`src/rtl/clws_pkg.sv`:
```
package clws_pkg;

  localparam int MAG_W     = 32;
  localparam int INT_W_DEF = 32;
  localparam int QDEPTH    = 2;
  localparam int CFG_IDX_W = 2;

  // request codes
  localparam logic [2:0] CMD_RAW    = 3'd0;
  localparam logic [2:0] CMD_CHAR   = 3'd1;
  localparam logic [2:0] CMD_CURSOR = 3'd2;
  localparam logic [2:0] CMD_INT    = 3'd3;
  localparam logic [2:0] CMD_INIT   = 3'd4;
  localparam logic [2:0] CMD_CLEAR  = 3'd5;

  // register indexes
  localparam logic [CFG_IDX_W-1:0] CFG_FUNCTION_SET = 2'd0;
  localparam logic [CFG_IDX_W-1:0] CFG_DISPLAY_CTRL = 2'd1;
  localparam logic [CFG_IDX_W-1:0] CFG_CLEAR        = 2'd2;
  localparam logic [CFG_IDX_W-1:0] CFG_ADDRESS_SET  = 2'd3;

  localparam logic [7:0] RST_FUNCTION_SET = 8'h38;
  localparam logic [7:0] RST_DISPLAY_CTRL = 8'h0E;
  localparam logic [7:0] RST_CLEAR        = 8'h01;
  localparam logic [7:0] RST_ADDRESS_SET  = 8'h80;

  localparam logic [7:0] CHAR_ZERO  = 8'h30;
  localparam logic [7:0] CHAR_MINUS = 8'h2D;

  // job kinds in the queue
  localparam logic JOB_BYTES = 1'b0;
  localparam logic JOB_INT   = 1'b1;

  typedef struct packed {
    logic [2:0]         command;
    logic signed [31:0] value;
    logic [1:0]         row;
    logic [5:0]         col;
  } in_item_t;

  typedef struct packed {
    logic       reg_select;
    logic [7:0] bus_data;
    logic       last;
  } out_item_t;

  typedef struct packed {
    logic             kind;
    logic             rs;
    logic [1:0]       count;   // bytes to send, 1..3
    logic [23:0]      bytes;   // first byte in the top lane
    logic             neg;
    logic [MAG_W-1:0] mag;
  } job_t;

  function automatic int num_width(input int w);
    return (w < MAG_W) ? w : MAG_W;
  endfunction

  // decimal digits of 2**w - 1 (1233/4096 ~ log10 2)
  function automatic int dec_digits(input int w);
    return ((w * 1233) >> 12) + 1;
  endfunction

  function automatic logic [7:0] row_offset(input logic [1:0] row);
    logic [7:0] off;
    unique case (row)
      2'd0: off = 8'h00;
      2'd1: off = 8'h40;
      2'd2: off = 8'h10;
      2'd3: off = 8'h50;
    endcase
    return off;
  endfunction

endpackage

```
`src/rtl/clws_front.sv`:
```
module clws_front import clws_pkg::*; #(
  parameter int INT_WIDTH = INT_W_DEF
) (
  input  logic                 clk,
  input  logic                 rst,
  input  logic                 in_valid,
  output logic                 in_stall,
  input  in_item_t             in_item,
  input  logic                 cfg_valid,
  output logic                 cfg_ready,
  input  logic [CFG_IDX_W-1:0] cfg_index,
  input  logic [7:0]           cfg_data,
  input  logic                 q_full,
  output logic                 q_push,
  output job_t                 q_job
);

  localparam int NUM_W = num_width(INT_WIDTH);

  logic [7:0] function_set_code;
  logic [7:0] display_control_code;
  logic [7:0] clear_code;
  logic [7:0] address_set_code;

  logic             known;
  logic [7:0]       addr;
  logic [NUM_W-1:0] num;
  logic             neg;
  logic [NUM_W-1:0] mag;

  assign cfg_ready = 1'b1;
  assign in_stall  = q_full;

  always_ff @(posedge clk) begin
    if (rst) begin
      function_set_code    <= RST_FUNCTION_SET;
      display_control_code <= RST_DISPLAY_CTRL;
      clear_code           <= RST_CLEAR;
      address_set_code     <= RST_ADDRESS_SET;
    end else if (cfg_valid) begin
      unique case (cfg_index)
        CFG_FUNCTION_SET: function_set_code    <= cfg_data;
        CFG_DISPLAY_CTRL: display_control_code <= cfg_data;
        CFG_CLEAR:        clear_code           <= cfg_data;
        CFG_ADDRESS_SET:  address_set_code     <= cfg_data;
      endcase
    end
  end

  // magnitude taken unsigned, so the most negative value survives
  assign num  = in_item.value[NUM_W-1:0];
  assign neg  = num[NUM_W-1];
  assign mag  = neg ? (~num + 1'b1) : num;
  assign addr = {2'b00, in_item.col} + row_offset(in_item.row);

  always_comb begin
    known        = 1'b1;
    q_job.kind   = JOB_BYTES;
    q_job.rs     = 1'b0;
    q_job.count  = 2'd1;
    q_job.bytes  = {in_item.value[7:0], 16'h0000};
    q_job.neg    = neg;
    q_job.mag    = MAG_W'(mag);
    unique case (in_item.command)
      CMD_RAW: ;
      CMD_CHAR: q_job.rs = 1'b1;
      CMD_CURSOR: q_job.bytes = {addr | address_set_code, 16'h0000};
      CMD_INT: begin
        q_job.kind = JOB_INT;
        q_job.rs   = 1'b1;
      end
      CMD_INIT: begin
        q_job.count = 2'd3;
        q_job.bytes = {function_set_code, display_control_code, clear_code};
      end
      CMD_CLEAR: q_job.bytes = {clear_code, 16'h0000};
      default: known = 1'b0;  // unused codes are dropped
    endcase
  end

  assign q_push = in_valid && !in_stall && known;

endmodule

```
`src/rtl/clws_queue.sv`:
```
module clws_queue import clws_pkg::*; (
  input  logic clk,
  input  logic rst,
  input  logic push,
  input  job_t push_job,
  output logic full,
  input  logic pop,
  output logic valid,
  output job_t head
);

  localparam int PTR_W = (QDEPTH > 1) ? $clog2(QDEPTH) : 1;
  localparam int CNT_W = $clog2(QDEPTH + 1);

  job_t             slots [QDEPTH];
  logic [PTR_W-1:0] wr_ptr;
  logic [PTR_W-1:0] rd_ptr;
  logic [CNT_W-1:0] count;
  logic             do_push;
  logic             do_pop;

  assign full    = (count == CNT_W'(QDEPTH));
  assign valid   = (count != '0);
  assign head    = slots[rd_ptr];
  assign do_push = push && !full;
  assign do_pop  = pop && valid;

  always_ff @(posedge clk) begin
    if (do_push) begin
      slots[wr_ptr] <= push_job;
    end
  end

  always_ff @(posedge clk) begin
    if (rst) begin
      wr_ptr <= '0;
      rd_ptr <= '0;
      count  <= '0;
    end else begin
      if (do_push) begin
        wr_ptr <= (wr_ptr == PTR_W'(QDEPTH - 1)) ? '0 : wr_ptr + 1'b1;
      end
      if (do_pop) begin
        rd_ptr <= (rd_ptr == PTR_W'(QDEPTH - 1)) ? '0 : rd_ptr + 1'b1;
      end
      if (do_push && !do_pop) begin
        count <= count + 1'b1;
      end else if (do_pop && !do_push) begin
        count <= count - 1'b1;
      end
    end
  end

endmodule

```
`src/rtl/clws_back.sv`:
```
module clws_back import clws_pkg::*; #(
  parameter int INT_WIDTH = INT_W_DEF
) (
  input  logic      clk,
  input  logic      rst,
  input  logic      q_valid,
  input  job_t      q_job,
  output logic      q_pop,
  output logic      out_valid,
  input  logic      out_stall,
  output out_item_t out_item
);

  localparam int NUM_W  = num_width(INT_WIDTH);
  localparam int ND     = dec_digits(NUM_W);
  localparam int BCD_W  = 4 * ND;
  localparam int BIT_CW = $clog2(NUM_W + 1);
  localparam int DIG_CW = $clog2(ND + 1);

  localparam logic [2:0] ST_IDLE  = 3'd0;
  localparam logic [2:0] ST_BYTES = 3'd1;
  localparam logic [2:0] ST_CONV  = 3'd2;
  localparam logic [2:0] ST_SIGN  = 3'd3;
  localparam logic [2:0] ST_DIGIT = 3'd4;

  logic [2:0]        state;
  logic              rs;
  logic [1:0]        cnt;
  logic [23:0]       bytes;
  logic              neg;
  logic [NUM_W-1:0]  bin;
  logic [BCD_W-1:0]  bcd;
  logic [BCD_W-1:0]  bcd_adj;
  logic [BIT_CW-1:0] bit_cnt;
  logic [DIG_CW-1:0] dig_left;
  logic              leading;

  logic              can_emit;
  logic              skip;
  logic              emit;
  logic [3:0]        cur_digit;
  out_item_t         emit_item;

  assign can_emit  = !out_valid || !out_stall;
  assign cur_digit = bcd[BCD_W-1 -: 4];
  assign skip      = leading && (cur_digit == 4'd0) && (dig_left != DIG_CW'(1));
  assign q_pop     = (state == ST_IDLE) && q_valid;

  // double dabble: add 3 to every digit of 5 or more before the shift
  always_comb begin
    for (int d = 0; d < ND; d++) begin
      bcd_adj[4*d +: 4] = (bcd[4*d +: 4] >= 4'd5) ? bcd[4*d +: 4] + 4'd3 : bcd[4*d +: 4];
    end
  end

  always_comb begin
    emit      = 1'b0;
    emit_item = '{reg_select: rs, bus_data: bytes[23:16], last: (cnt == 2'd1)};
    unique case (state)
      ST_BYTES: emit = can_emit;
      ST_SIGN: begin
        emit      = can_emit;
        emit_item = '{reg_select: 1'b1, bus_data: CHAR_MINUS, last: 1'b0};
      end
      ST_DIGIT: begin
        emit      = can_emit && !skip;
        emit_item = '{reg_select: 1'b1, bus_data: CHAR_ZERO | {4'h0, cur_digit},
                      last: (dig_left == DIG_CW'(1))};
      end
      default: ;
    endcase
  end

  always_ff @(posedge clk) begin
    if (rst) begin
      state     <= ST_IDLE;
      out_valid <= 1'b0;
    end else begin
      if (emit) begin
        out_valid <= 1'b1;
      end else if (!out_stall) begin
        out_valid <= 1'b0;
      end
      unique case (state)
        ST_IDLE: begin
          if (q_valid) begin
            state <= (q_job.kind == JOB_INT) ? ST_CONV : ST_BYTES;
          end
        end
        ST_BYTES: begin
          if (can_emit && cnt == 2'd1) begin
            state <= ST_IDLE;
          end
        end
        ST_CONV: begin
          if (bit_cnt == BIT_CW'(1)) begin
            state <= neg ? ST_SIGN : ST_DIGIT;
          end
        end
        ST_SIGN: begin
          if (can_emit) begin
            state <= ST_DIGIT;
          end
        end
        ST_DIGIT: begin
          if ((skip || can_emit) && dig_left == DIG_CW'(1)) begin
            state <= ST_IDLE;
          end
        end
        default: state <= ST_IDLE;
      endcase
    end
  end

  always_ff @(posedge clk) begin
    if (emit) begin
      out_item <= emit_item;
    end
    unique case (state)
      ST_IDLE: begin
        rs      <= q_job.rs;
        cnt     <= q_job.count;
        bytes   <= q_job.bytes;
        neg     <= q_job.neg;
        bin     <= q_job.mag[NUM_W-1:0];
        bcd     <= '0;
        bit_cnt <= BIT_CW'(NUM_W);
      end
      ST_BYTES: begin
        if (can_emit) begin
          bytes <= {bytes[15:0], 8'h00};
          cnt   <= cnt - 2'd1;
        end
      end
      ST_CONV: begin
        bcd      <= {bcd_adj[BCD_W-2:0], bin[NUM_W-1]};
        bin      <= {bin[NUM_W-2:0], 1'b0};
        bit_cnt  <= bit_cnt - 1'b1;
        dig_left <= DIG_CW'(ND);
        leading  <= 1'b1;
      end
      ST_SIGN: ;
      ST_DIGIT: begin
        if (skip || can_emit) begin
          bcd      <= {bcd[BCD_W-5:0], 4'h0};
          dig_left <= dig_left - 1'b1;
          if (!skip) begin
            leading <= 1'b0;
          end
        end
      end
      default: ;
    endcase
  end

  a_pop_only_idle: assert property (@(posedge clk) disable iff (rst)
    q_pop |-> (state == ST_IDLE) && q_valid)
    else $error("queue popped outside idle");

  a_last_ends_job: assert property (@(posedge clk) disable iff (rst)
    emit && emit_item.last |=> state == ST_IDLE)
    else $error("last write did not end the job");

  a_sign_needs_neg: assert property (@(posedge clk) disable iff (rst)
    state == ST_SIGN |-> neg)
    else $error("sign emitted for non-negative value");

  a_digit_count: assert property (@(posedge clk) disable iff (rst)
    state == ST_DIGIT |-> dig_left != '0)
    else $error("digit state with no digits left");

  a_conv_count: assert property (@(posedge clk) disable iff (rst)
    state == ST_CONV |-> bit_cnt != '0)
    else $error("conversion ran past its width");

endmodule

```
`src/rtl/char_lcd_write_sequencer.sv`:
```
// Byte request: held in the queue, loaded into the back end, then one bus write per cycle
// while the output is not stalled. Integer request: bit-serial binary-to-BCD conversion of
// up to 32 bits, then an optional minus sign and the decimal digits, leading zeros skipped.
// Throughput: the back end runs one request at a time; a 2-deep queue lets the input side
// keep accepting while a job is in progress. Synchronous active-high reset empties the
// queue and output register and reloads the LCD command codes with their defaults.
module char_lcd_write_sequencer import clws_pkg::*; #(
  parameter int INT_WIDTH = INT_W_DEF
) (
  input  logic                 clk,
  input  logic                 rst,
  input  logic                 in_valid,
  output logic                 in_stall,
  input  in_item_t             in_item,
  output logic                 out_valid,
  input  logic                 out_stall,
  output out_item_t            out_item,
  input  logic                 cfg_valid,
  output logic                 cfg_ready,
  input  logic [CFG_IDX_W-1:0] cfg_index,
  input  logic [7:0]           cfg_data
);

  logic q_full;
  logic q_push;
  logic q_pop;
  logic q_valid;
  job_t push_job;
  job_t head_job;

  clws_front #(.INT_WIDTH(INT_WIDTH)) u_front (
    .clk       (clk),
    .rst       (rst),
    .in_valid  (in_valid),
    .in_stall  (in_stall),
    .in_item   (in_item),
    .cfg_valid (cfg_valid),
    .cfg_ready (cfg_ready),
    .cfg_index (cfg_index),
    .cfg_data  (cfg_data),
    .q_full    (q_full),
    .q_push    (q_push),
    .q_job     (push_job)
  );

  clws_queue u_queue (
    .clk      (clk),
    .rst      (rst),
    .push     (q_push),
    .push_job (push_job),
    .full     (q_full),
    .pop      (q_pop),
    .valid    (q_valid),
    .head     (head_job)
  );

  clws_back #(.INT_WIDTH(INT_WIDTH)) u_back (
    .clk       (clk),
    .rst       (rst),
    .q_valid   (q_valid),
    .q_job     (head_job),
    .q_pop     (q_pop),
    .out_valid (out_valid),
    .out_stall (out_stall),
    .out_item  (out_item)
  );

endmodule
```
`config.mk`:
```
export PLATFORM = sky130hd
export DESIGN_NAME = char_lcd_write_sequencer
export DESIGN_NICKNAME = d
export VERILOG_FILES = /design/src/rtl/clws_pkg.sv /design/src/rtl/clws_front.sv /design/src/rtl/clws_queue.sv /design/src/rtl/clws_back.sv /design/src/rtl/char_lcd_write_sequencer.sv
export SDC_FILE = /design/constraint.sdc
export NUM_CORES = 1
export LEC_CHECK = 0
export BUFFER_PORTS_ARGS = -buffer_cell sky130_fd_sc_hd__buf_2
export CORE_MARGIN = 5
export CORE_UTILIZATION = 50
export CTS_CLUSTER_DIAMETER = 50
export DETAILED_ROUTE_END_ITERATION = 16
export GPL_TIMING_DRIVEN = 1
export HOLD_SLACK_MARGIN = 0.06
export MAX_ROUTING_LAYER = met4
export PLACE_DENSITY = 0.7
export RECOVER_POWER = 50
export SYNTH_ARGS = -nofsm -noshare
export SYNTH_HDL_FRONTEND = slang
export SYNTH_SLANG_ARGS = --single-unit
export TNS_END_PERCENT = 5
```
`constraint.sdc`:
```
create_clock -name clk -period 4.6 [get_ports clk]
set_input_delay 0.92 -clock clk [delete_from_list [all_inputs] [get_ports clk]]
set_output_delay 0.92 -clock clk [all_outputs]
set_load 0.05 [all_outputs]
```
Word-level counts from Yosys, hierarchy flattened
Memories as Yosys holds them, arrays and structs flattened. A register that Yosys moved wholly into a read port is not among the register bits.
Index checks and enable logic that the tools add are counted.
Word-level totals
  flip-flop bits (word level): 161
  bits in writable memories: 122
  bits of input ports: 58
  logic and storage cells: 175
  memories kept: 1
Memory list
  u_queue.slots: words 2, width 61, read ports 1, clocked after Yosys merged registers in 1, write ports 1, RTL line clws_queue.sv:15  | job_t slots [QDEPTH];
Cells by class
  add/sub/neg operators: 19
  magnitude comparators: 10
  equality and inequality tests: 29
  mux-type cells: 50
  bitwise gates (word level): 2
  reductions and logical operators: 43
Operator list (number)
  40-bit one-hot mux with 3 select lines: 1
  24-bit one-hot mux with 3 select lines: 1
  32-bit one-hot mux with 2 select lines: 1
  24-bit one-hot mux with 2 select lines: 1
  4-bit by 3-bit greater-or-equal comparator with 1-bit output (second input constant): 10
  4-bit two-way mux: 10
  40-bit two-way mux: 1
  4-bit by 2-bit adder with 4-bit output (second input constant): 9
  32-bit by 1-bit adder with 32-bit output (second input constant): 1
  32-bit two-way mux: 1
  32-bit NOT: 1
  8-bit one-hot mux with 4 select lines: 1
  24-bit two-way mux: 1
  3-bit two-way mux: 7
  10-bit one-hot mux with 2 select lines: 1
  2-bit by 1-bit inequality test with 1-bit output (second input constant): 8
  3-bit one-hot mux with 5 select lines: 1
  2-bit AND reduction: 7
  1-bit two-way mux: 13
  3-bit by 2-bit equality test with 1-bit output (second input constant): 4
  1-bit logical AND: 12
  6-bit one-hot mux with 2 select lines: 1
  2-bit equality test (second input constant): 5
  2-bit two-way mux: 5
  other kinds (29): 50

Logic depth before layout (Yosys ltp)
Gate-level depths: netlist (run 1).
  word-level depth: 9
  depth in mapped cells: 8
  depth with buffers taken out: 7

Modules after synthesis
A second synthesis (run 1) with hierarchy kept.
Second synthesis, totals
  cells, all modules: 1126
  area, all modules: 13217.7 um^2
By module, submodules not included
  clws_back: times used 1, cells an instance 605, area an instance 6257.3 um^2, seq. area each 3713.6 um^2
  clws_queue: times used 1, cells an instance 215, area an instance 4605.7 um^2, seq. area each 3763.6 um^2
  clws_front: times used 1, cells an instance 306, area an instance 2354.8 um^2, seq. area each 640.6 um^2

Worst setup path after synthesis (run 1)
OpenSTA, ideal clock, no wires.
  path type: input to register
  start point: input in_item[42] (netlist bit)
  end point: memory u_queue.slots[0][0] (netlist bit) (enable)
  library setup time: 0.485 ns
  data arrival time: 4.110 ns
  data required time: 4.115 ns
  path slack: 0.004 ns
  stages: 5
  path buffers: 1
  cell sequence: clkbuf_1 -> nand2_1 -> nand2_1 -> nor2_1 -> nor2b_1
On the way
  longest elaborated chain between the ends: 7
Ends and longest elaborated chain
  start: declaration: RTL line char_lcd_write_sequencer.sv:14  | input in_item_t in_item,
  3-bit by 1-bit equality test with 1-bit output (tied with other cells): RTL line clws_front.sv:64  | unique case (in_item.command)
  6-bit OR reduction (no line) (*)
  1-bit two-way mux (*): RTL line clws_front.sv:64
  1-bit logical AND (*): RTL line clws_front.sv:81  | assign q_push = in_valid && !in_stall && known;
  1-bit logical AND (*): RTL line clws_queue.sv:25  | assign do_push = push && !full;
  via u_queue.do_push: RTL line clws_queue.sv:19  | logic do_push;
  1-bit two-way mux (*): RTL line clws_queue.sv:29  | if (do_push) begin
  1-bit two-way mux (implied by the code) (*): RTL line clws_queue.sv:30  | slots[wr_ptr] <= push_job;
  end: declaration: RTL line clws_queue.sv:15
Mark *: on every way through the listed nets, which the timed path passes. The rest lies on a longest branch.

Final worst setup path (run 1)
  start point: input in_item[42] (netlist bit)
  end point: memory u_queue.slots[1][28] (netlist bit) (enable)
The elaborated chain is that of the path after synthesis.

==> impl_metrics.toml, run 1 <==
[status]
outcome = "complete, but fails checks"
violations = "max-capacitance violations, max-slew violations"

[global_routing]
grt_pass1_wl_um = 40300
grt_max_degree = 72
antenna_found_initial = 0
grt_pass1_vias = 7857
track_usage_pct = 17.5
grt_overflow = 0

[clock_network]
cts_buffers = 30
clk_latency_ns = 0.54
cts_buffer_depth = 3
cts.sink_count = 282
cts.clk_slew.worst_paths_ns = 0.06
ctsResizeCount = 0
cts_tree = "yes"
post_cts_buffers = 0
cts-root-buf = "clkbuf_16"
ctsHoldBuffers = 0
cts_max_level = 1

[drt]
wirelength_um = 24400
drt_pass1_iterations = 5
wire_per_inst_um = 16.6
drc = 0
antenna_left = 0
drt_iter0_markers = 666
vias = 7943
viasPerCell = 5.40

[layout]
layout.nets = 1206
final_cell_mix = "edfxtp_1 (241), nor2_1 (104), nand2_1 (98)"
fin_util_pct = 57.5
areaGrowthSynthToFinish_pct = 13.5
layout_commonest_cell = "edfxtp_1"
diodes = 0
drive_gt1_share_pct = 11.4

[floorplanning]
die_area_um2 = 28800
dieHeight_um = 170
die_x_um = 170
start_util_pct = 50.7
floorplan.rows = 58
ios = 71
core_area_um2 = 25200

[synth]
synth_area_per_cell_um2 = 12.1
ys.flop_type = "edfxtp_1"
postSynth.asyncResetShare_pct = 0
synth-xor-area-share_pct = 3.77
synth_edf_count = 241
synth_area_um2 = 12800
synth_top_family_by_area = "simple AND/OR/NAND/NOR gates"
synth_fa_ha_area_share_pct = 2.94
synth_mux_area_share_pct = 6.48
ys_seq_area_share_pct = 63.1
yosysUniqueCellTypes = 56
synth_fp_nets = 1144
synth-compound-area-share_pct = 10.0
synth-seq-cells = 282
synth_cells = 1056
synth-simple-area-share_pct = 10.9
yosys_warnings = 0

[timing]
finalSetupTns_ns = 0
worstMarginPinSlew_ns = 2.12
fin_crit_ns = 3.30
hold_viol_final = 0
max_freq_mhz = 303
finalSetupViolCount = 0
maxSlewViolCount = 104
slew_headroom_pct = -41.5
rsz0062_at_grt = "no"
fin_crit_sh_pct = 71.7
clock_skew_ns = 0.0142

[setup_path]
path_class = "in2reg"
crit_arrival_ns = 3.51
start_kind = "input port"
crit_fanout = 27
setup.worst_path.end_class = "flop"
crit_required_ns = 4.81

[power]
peakVddDrop_v = 0.000312
power.density_nw_per_um2 = 587
p_leak_nw = 5.13

[run]
maxCapViolations = 3

[worst_hold_path]
hold_class = "reg2reg"

[placed_design]
dp_hpwl_um = 16100
io_buffers = 69
gp_congestion = 0.834
==> cell type report <==
cell class,instances,area (um^2)
well taps,330,413
clock buffers,33,783
repair buffers,82,407
clock inverters,22,299
fillers,2057,10700
flip-flops and latches,282,8060
multi-input cells,687,4390
inverters,35,131
==> where the power goes <==
part           total [mW]  leakage (nW)  switching (mW)  internal [mW]
combinational        1.89          1.87            1.21          0.676
clock                2.58         0.515            1.00           1.58
sequential           4.03          2.75           0.374           3.66
==> state kept, by name, summed over array words and instances, names as in the netlist, 2 cells and up, named ones only <==
name and flops:
u_front.function_set_code 8, u_front.display_control_code 8, u_back.bytes 24, u_back.state 3, u_front.clear_code 8, u_front.address_set_code 8
u_queue.count 2, u_back.bit_cnt 6, u_back.dig_left 4, u_queue.slots 120, u_back.bin 32, u_back.out_item 10
u_back.bcd 40, u_back.cnt 2
==> layer usage <==
metal | track usage, % | share of wire [%] | wire length, um | up-vias
met1 | 25.0 | 47 | 11400 | 3771
met2 | 26.9 | 47 | 11400 | 181
met5 | - | 0 | 0 | -
met4 | 4.13 | 1.8 | 443 | 0
met3 | 2.45 | 4.6 | 1120 | 31
li1 | - | - | - | 3960
==> path summary, 6_finish.rpt <==
check                                                              start                                       end  slack [ns]  depth (start not counted)
worst max-delay path                                         in_item[42]            u_queue.slots[1][28]$_DFFE_PP_        1.30                          6
worst min-delay path            u_front.address_set_code[4]$_SDFFE_PP0P_  u_front.address_set_code[4]$_SDFFE_PP0P_        0.46                          2
worst max register to register              u_back.state[0]$_SDFFE_PP0P_              u_back.state[1]$_SDFFE_PP0P_        1.44                          7
worst min register to register  u_front.address_set_code[4]$_SDFFE_PP0P_  u_front.address_set_code[4]$_SDFFE_PP0P_        0.46                          2
==> logic make-up after synthesis <==
kind of cell | after synthesis
AOI/OAI and AO/OA | 219
buffers and inverters | 87
and+or+nand+nor | 300
adders and majority gates | 30
other | 1
DFF | 282
xor gates and xnor gates | 55
muxes | 82
==> synth_stat cells (all sizes together), types with 12 or more instances <==
master / instances / area share, %
edfxtp: 241 / 57
nor2: 105 / 3.1
nand2: 98 / 2.9
a21oi: 92 / 3.6
mux2i: 77 / 6.0
o21ai: 67 / 2.7
xnor2: 45 / 3.1
clkbuf: 41 / 1.2
dfxtp: 41 / 6.4
inv: 34 / 1.0
ha: 30 / 2.9
and2: 20 / 0.98
nor3b: 15 / 0.88
nand2b: 14 / 0.69
o22ai: 12 / 0.59
==> per-stage QoR <==
| stage | hold WS, ns | area, um^2 | total power [mW] | setup slack, ns | std cells |
|---|---|---|---|---|---|
| floorplan | 0.433 | 12800 | 5.44 | 0.00436 | 1056 |
| global placement | 0.443 | 13500 | 5.93 | 1.41 | 1416 |
| detailed placement | 0.447 | 13500 | 5.99 | 1.31 | 1416 |
| CTS | 0.456 | 14500 | 8.59 | 1.89 | 1471 |
| global route | 0.481 | 14500 | 9.02 | 0.982 | 1471 |
| finish | 0.455 | 14500 | 8.50 | 1.30 | 1471 |
==> critical path: stages <==
cell and delay (ns):
clkbuf_1 0.20, nand2_1 0.19, nand2_1 0.07, nor2_1 0.25
and2_0 1.40, buf_4 0.47
Power figures use the tool's default switching activity.
==> inputs of run 2 (changes only) <==
==> constraint.sdc (replaced) <==
create_clock -name clk -period 2.9 [get_ports clk]
set_input_delay 0.58 -clock clk [delete_from_list [all_inputs] [get_ports clk]]
set_output_delay 0.58 -clock clk [all_outputs]
set_load 0.05 [all_outputs]
==> run 2 against run 1 <==
Against the previous run: the flow still finishes with violations (max-capacitance violations, max-slew violations); die area did not move; worst hold slack got worse by 0.17 ns; power rose by 56%; critical path depth fell by 2; clock power rose by 47%; clock skew rose by 0.0099 ns; critical path type is now reg2reg; critical endpoint is now u_queue.slots[0][30]$_DFFE_PP_; largest power group unchanged.
==> impl_metrics.toml, run 2 (synthesized netlist as in run 1, its figures left out) <==
[status]
outcome = "complete, but fails checks"
violations = "max-capacitance violations, max-slew violations"

[setup_path]
crit_fanout = 60
start_kind = "flop"
path_class = "reg2reg"
crit_arrival_ns = 2.75
crit_required_ns = 3.05
setup.worst_path.end_class = "flop"

[timing]
fin_crit_ns = 2.59
maxSlewViolCount = 83
fin_crit_sh_pct = 89.4
slew_headroom_pct = -0.483
rsz0062_at_grt = "no"
setup_ws_ns = 0.307
worstMarginPinSlew_ns = 1.51
max_freq_mhz = 386
finalSetupTns_ns = 0
hold_viol_final = 0
whs_ns = 0.284
clock_skew_ns = 0.0241
finalSetupViolCount = 0

[power]
p_seq_share_pct = 47.9
p_int_mw = 9.13
power.switching_mw = 4.13
power.density_nw_per_um2 = 914
sw_frac_of_total_pct = 31.2
combPwrFrac_pct = 23.5
peakVddDrop_v = 0.000497
p_leak_nw = 5.18
p_clk_share_pct = 28.6

[layout]
instances_no_fill = 1486
layout.nets = 1218
top_register = "u_queue.slots"
final_cell_mix = "edfxtp_1 (241), nor2_1 (104), nand2_1 (98)"
drive_gt1_share_pct = 12.4
areaGrowthSynthToFinish_pct = 13.7
largest_reg_flops = 120
top_regs = "u_queue.slots: 120 flops, u_back.bcd: 40 flops, u_back.bin: 32 flops"
layout_commonest_cell = "edfxtp_1"
fillCellCount = 2045

[drt]
drt_pass1_iterations = 5
viasPerCell = 5.46
wire_per_inst_um = 16.8
wirelength_um = 24900
drc = 0
drt_iter0_markers = 531
antenna_left = 0
vias = 8114

[clock_network]
ctsHoldBuffers = 0
ctsResizeCount = 0
clk_latency_ns = 0.57
cts_buffer_depth = 3
cts_tree = "yes"
cts.sink_count = 282
cts_max_level = 1
cts_buffers = 31
post_cts_buffers = 0
cts-root-buf = "clkbuf_16"
cts.clk_slew.worst_paths_ns = 0.06

[floorplanning]
die_x_um = 170
die_area_um2 = 28800
start_util_pct = 50.7
floorplan.rows = 58
core_area_um2 = 25200
dieHeight_um = 170
ios = 71

[global_routing]
antenna_found_initial = 1
grt_max_degree = 105
grt_overflow = 0
track_usage_pct = 17.8
grt_pass1_wl_um = 40800
grt_pass1_vias = 8006

[placed_design]
io_buffers = 69
dp_slack_ns = 0.108
dp_hpwl_um = 16100
gp_congestion = 0.804
dpl.cell_count = 1427

[run]
maxCapViolations = 1

[worst_hold_path]
hold_class = "in2reg"
-- run 2: cell types whose count changed in the layout (fill, tap and decap cells not counted), sizes merged --
cell and change:
diode +1, clkinv -2, buf +11, inv +1, clkinvlp -2, bufinv -5
clkbuf +11
-- run 2: final cells by class --
| cell class | count | area, um^2 | area share, % |
|---|---|---|---|
| sequential | 282 | 8060 | 55.5 |
| multi-input combinational | 687 | 4400 | 30.3 |
| clock buffer | 44 | 878 | 6.05 |
| timing repair buffer | 93 | 497 | 3.42 |
| tap | 330 | 413 | 2.85 |
| clock inverter | 14 | 131 | 0.905 |
| inverter | 35 | 131 | 0.905 |
| antenna | 1 | 2.50 | 0.0172 |
-- run 2: final timing paths --
kind / start / endpoint / slack [ns] / cells past startpoint
worst max-delay path: u_queue.count[0]$_SDFFE_PP0P_ / u_queue.slots[0][30]$_DFFE_PP_ / 0.31 / 4
worst min-delay path: cfg_data[5] / u_front.function_set_code[5]$_SDFFE_PP1P_ / 0.28 / 3
worst max register to register: u_queue.count[0]$_SDFFE_PP0P_ / u_queue.slots[0][30]$_DFFE_PP_ / 0.31 / 4
worst min register to register: u_front.address_set_code[1]$_SDFFE_PP0P_ / u_front.address_set_code[1]$_SDFFE_PP0P_ / 0.46 / 2
-- run 2: critical path, stage by stage (launching register included) --
cell and delay [ns]:
dfxtp_1 0.42, nor2b_1 0.14, nor2_1 0.29, nor2b_4 0.20
buf_2 1.09
-- run 2: per-layer routing --
layer,part of all wire (%),vias up,global-route usage [%]
met4,2.3,0,4.55
met1,46,3910,24.6
met2,47,162,28.3
met5,0,-,-
met3,4.2,41,2.17
li1,-,4001,-
-- run 2: power groups by stage --
stage / Sequential, mW / Combinational [mW] / Clock (mW)
detailed placement: 6.41 / 3.18 / 0
floorplan: 6.38 / 2.23 / 0
finish: 6.35 / 3.12 / 3.80
global route: 6.47 / 3.49 / 4.05
global placement: 6.38 / 3.10 / 0
CTS: 6.34 / 3.21 / 3.89
-- run 2: per-stage QoR --
stage | util (%) | total power, mW | instance area (um^2)
after floorplan | - | 8.61 | 12800
after global placement | 54.0 | 9.48 | 13600
after detailed placement | 54.0 | 9.59 | 13600
after global routing | 57.6 | 14.0 | 14500
final | 57.6 | 13.3 | 14500
after CTS | 58.0 | 13.4 | 14600
